$ cat config.mk
export PLATFORM = sky130hd
export DESIGN_NAME = lfsa_prio_enc
export DESIGN_NICKNAME = d
export VERILOG_FILES = /design/src/lfsa_pkg.sv /design/src/lfsa_prio_enc.sv
export SDC_FILE = /design/constraint.sdc
export NUM_CORES = 1
export LEC_CHECK = 0
export BUFFER_PORTS_ARGS = -buffer_cell sky130_fd_sc_hd__clkbuf_2
export CORE_MARGIN = 4
export CORE_UTILIZATION = 39
export DETAILED_ROUTE_END_ITERATION = 10
export GPL_ROUTABILITY_DRIVEN = 1
export PLACE_DENSITY = 0.83
export SETUP_SLACK_MARGIN = 0.3
export SLEW_MARGIN = 25
export SYNTH_ARGS = -nofsm -noshare
export SYNTH_HDL_FRONTEND = slang
export SYNTH_SLANG_ARGS = --single-unit
$ cat constraint.sdc
create_clock -name vclk -period 3.3
set_clock_uncertainty 0.15 [all_clocks]
set_input_delay 0.99 -clock vclk [all_inputs]
set_output_delay 0.99 -clock vclk [all_outputs]
set_load 0.05 [all_outputs]
$ cat src/lfsa_pkg.sv
// ----------------------------------------------------------------------------
// lfsa_pkg
// Shared types and constants for the lowest free slot allocator.
// ----------------------------------------------------------------------------
package lfsa_pkg;

  // Default sizing
  localparam int unsigned SlotCountDef  = 64;
  localparam int unsigned OwnerCountDef = 1024;

  // Fixed payload widths
  localparam int unsigned OwnerW  = 10;
  localparam int unsigned SlotW   = 6;
  localparam int unsigned StatusW = 2;

  typedef enum logic {
    FN_ACQUIRE = 1'b0,
    FN_RELEASE = 1'b1
  } func_e;

  typedef enum logic [StatusW-1:0] {
    ST_OK       = 2'd0,
    ST_FULL     = 2'd1,
    ST_UNSEATED = 2'd2,
    ST_SEATED   = 2'd3
  } status_e;

endpackage

$ cat src/lfsa_prio_enc.sv
// ----------------------------------------------------------------------------
// lfsa_prio_enc
// Lowest-set-bit priority encoder over the free-slot bitmap.
// ----------------------------------------------------------------------------
module lfsa_prio_enc #(
  parameter int unsigned WIDTH = lfsa_pkg::SlotCountDef
) (
  input  logic [WIDTH-1:0]         bits_i,
  output logic                     found_o,
  output logic [$clog2(WIDTH)-1:0] idx_o
);

  localparam int unsigned IdxW = $clog2(WIDTH);

  // scan from the top so the lowest set bit wins
  always_comb begin
    found_o = 1'b0;
    idx_o   = '0;
    for (int i = WIDTH - 1; i >= 0; i--) begin
      if (bits_i[i]) begin
        found_o = 1'b1;
        idx_o   = IdxW'(i);
      end
    end
  end

endmodule

==> metrics.txt, run 1 <==
Run Error [ERROR DPL-0033] detailed placement checks failed during check placement.; syn_area_per_cell ~5.5 sq um; GPL Wtd Cong around 0.92; row count 15; Seq/Total Area, Yosys 0%; Synth Instances 140; area fraction of the dominant cell type after synthesis between 10% and 20%; commonest cells in the synthesized netlist nor2_1, nor4_1, a21oi_1; I/O pin count slightly above 70; largest cells by area after synthesis nor2_1, nor4_1, a21oi_1; Die H approximately 52 microns; Yosys cell types 34; Initial Utilization 42.8%; DPL Wire Length between 4 and 5 mm; Fail Step 3_5_place_dp; Ys Warns 0; synthesized cell area about 760 sq um; area leader, netlist nor2_1; most common cell in the netlist nor2_1; Post-Syn Nets between 200 and 250; status did not finish; Die Wd ~52 microns; IO buf count a little over 70
## kinds of logic after synthesis
logic type / count (synthesis) / share of synthesized area, %
and+or+nand+nor: 82 / 55.1
AOI/OAI and AO/OA: 46 / 39.0
buffers and inverters: 12 / 5.90
## metrics by stage
stage	cell area, sq um	instances	hold WS (ns)	setup TNS (ns)	setup WS, ns
3_3_place_gp	1710	294	2.42	-2.28	-0.436
2_1_floorplan	891	140	2.05	-0.774	-0.252
==> inputs of run 2 (changes only) <==
CORE_AREA = 4 4 65 67   (was unset)
CORE_MARGIN = unset   (was 4)
CORE_UTILIZATION = unset   (was 39)
DIE_AREA = 0 0 69 71   (was unset)
PLACE_DENSITY = unset   (was 0.83)
PLACE_DENSITY_LB_ADDON = 0.15   (was unset)
SETUP_SLACK_MARGIN = unset   (was 0.3)
==> metrics.txt, run 2 <==
first-pass GRT wire length 6.51 mm; status finished with violations; share of cells above drive strength 1 between 60 and 70%; gr usage total ~15%; Initial DRC Count 38; vias 1591; Die H slightly above 70 microns; area fraction of the dominant cell type after synthesis approximately 14%; most common cell in the netlist nor2_1; Max Transition Viols Final 0; Post-Synth XOR/XNOR Area 0%; most frequent cells in the layout buf_4, clkbuf_2, nor2_1; initial antenna violation count 0; vias per inst between 4 and 5; Core Region about 3600 sq um; number of remaining DRC errors 0; final worst slack -0.340 ns; Synth Instances between 100 and 150; Die Wd about 70 microns; crit end category output port; Nets 343; failing checks negative setup slack; synthesized cell area 763 sq um; mux contribution to synthesized area 0%; Synth Area in Compound Gates approximately two fifths; Seq/Total Area, Yosys 0%; Layout area overhead 174%; Post-Syn Nets 204; Fmax around 270 MHz; Routed WL per cell 12.6 microns; largest net degree at the start of global routing 5; row count 22; commonest cells in the synthesized netlist nor2_1, nor4_1, a21oi_1; num sequential 0; Critical Path AT 2.50 ns; DPL Wire Length between 3 and 4 mm; critical path class in2out; Post-DRT Antenna Nets 0; Hold Path Class in2out; PD cells between 90 and 100 nW/um^2; critical path startpoint category input pin; Max-cap violations 0; CLK BUF 0; Ys Warns 0; Fin. Hold Viols 0; Adder-Cell Fraction of Synth Area 0%; Initial DRT Pass Iterations 4; die area 4900 sq um; I/O pin count 71; area leader, netlist nor2_1; Yosys cell types 34; post-synthesis simple-gate area fraction around 55%; CP cell instances buf_6 -> or4_4 -> o21ai_1 -> a21oi_1 -> o21ai_1 -> o2111ai_2 -> a21boi_4 -> buf_12; max incr delay on CP ~0.54 ns; GPL Wtd Cong around 0.78; RSZ-0062 raised after global routing yes; syn_area_per_cell about 5.5 sq um; final setup TNS -2.00 ns; critical path buffer and inverter count 2; Largest delay share family, worst path compound AO/OA/AOI/OAI gates; Inserted Diodes 0; min cycle time layout 3.64 ns; FF+latch area 0 sq um; worst-margin pin slew 0.366 ns; Total Routed Length slightly above 4 mm; most used cell, CP o21ai_1; WP data required between 2 and 2.5 ns; ratio of final minimum period to clock period 110%; Lkg Pwr about 0.96 nW; final instance area about 2100 sq um; Final setup viols 7; critical path's slowest cell or4_4; Initial Utilization a little over a fifth; most common cell after layout, fill and taps aside buf_4; area post-placement around 1800 sq um; Worst slew margin between 70% and 80%; worst vdd ir 46.5 uV; Final Hold Slack 2.38 ns; vias in the first global route between 1500 and 2000; Congestion Overflow GR 0; largest cells by area after synthesis nor2_1, nor4_1, a21oi_1; IO buf count 71; Max FO, Critical Path 2; largest family of logic cells by synthesized area simple AND/OR/NAND/NOR gates
## run 2: cell counts after synthesis
No cell type changed its count.
## run 2: final timing paths
path                       start  endpoint  cells past startpoint
worst max-delay path  bits_i[56]  idx_o[2]                      8
worst min-delay path   bits_i[1]  idx_o[2]                      5
## run 2: power by group
group,switching (mW),internal (mW)
Combinational,0.0905,0.108
Sequential,0,0
Clock,0,0
Total,0.0905,0.108
## run 2: final cells by class
class,count,area [sq um]
Timing Repair Buffer,137,1010
Fill cell,374,1540
Inverter,12,45.0
Tap cell,48,60.1
Multi-Input combinational cell,128,978
## run 2: repair_timing
item	4_1_cts	5_1_grt
pin swaps	9	18
setup buffers	2	2
gates resized for setup	18	30
setup endpoints to repair	7	7
hold buffers	0	0
## run 2: kinds of logic after synthesis
kind of cell           after synthesis
AND/OR/NAND/NOR                     82
AO/OA/AOI/OAI                       46
buffers and inverters               12
## run 2: routing by layer
metal  vias up  track usage (%)  share of wire (%)
met5         -                0                  0
met4         0                0               0.47
met3         4            0.994                4.4
met2        51             31.4                 54
met1       706             17.4                 42
li1        830                -                  -
## run 2: metrics by stage
step           total power, mW  setup WS (ns)  instances  util, %
4_1_cts                  0.184         -0.330        323     53.3
3_3_place_gp             0.175         -0.368        321     50.2
6_report                 0.199         -0.340        325     57.5
2_1_floorplan           0.0496         -0.252        140        -
5_1_grt                  0.217         -0.414        325     57.5
3_5_place_dp             0.175         -0.393        321     50.2
(Power assumes the default switching activity.)
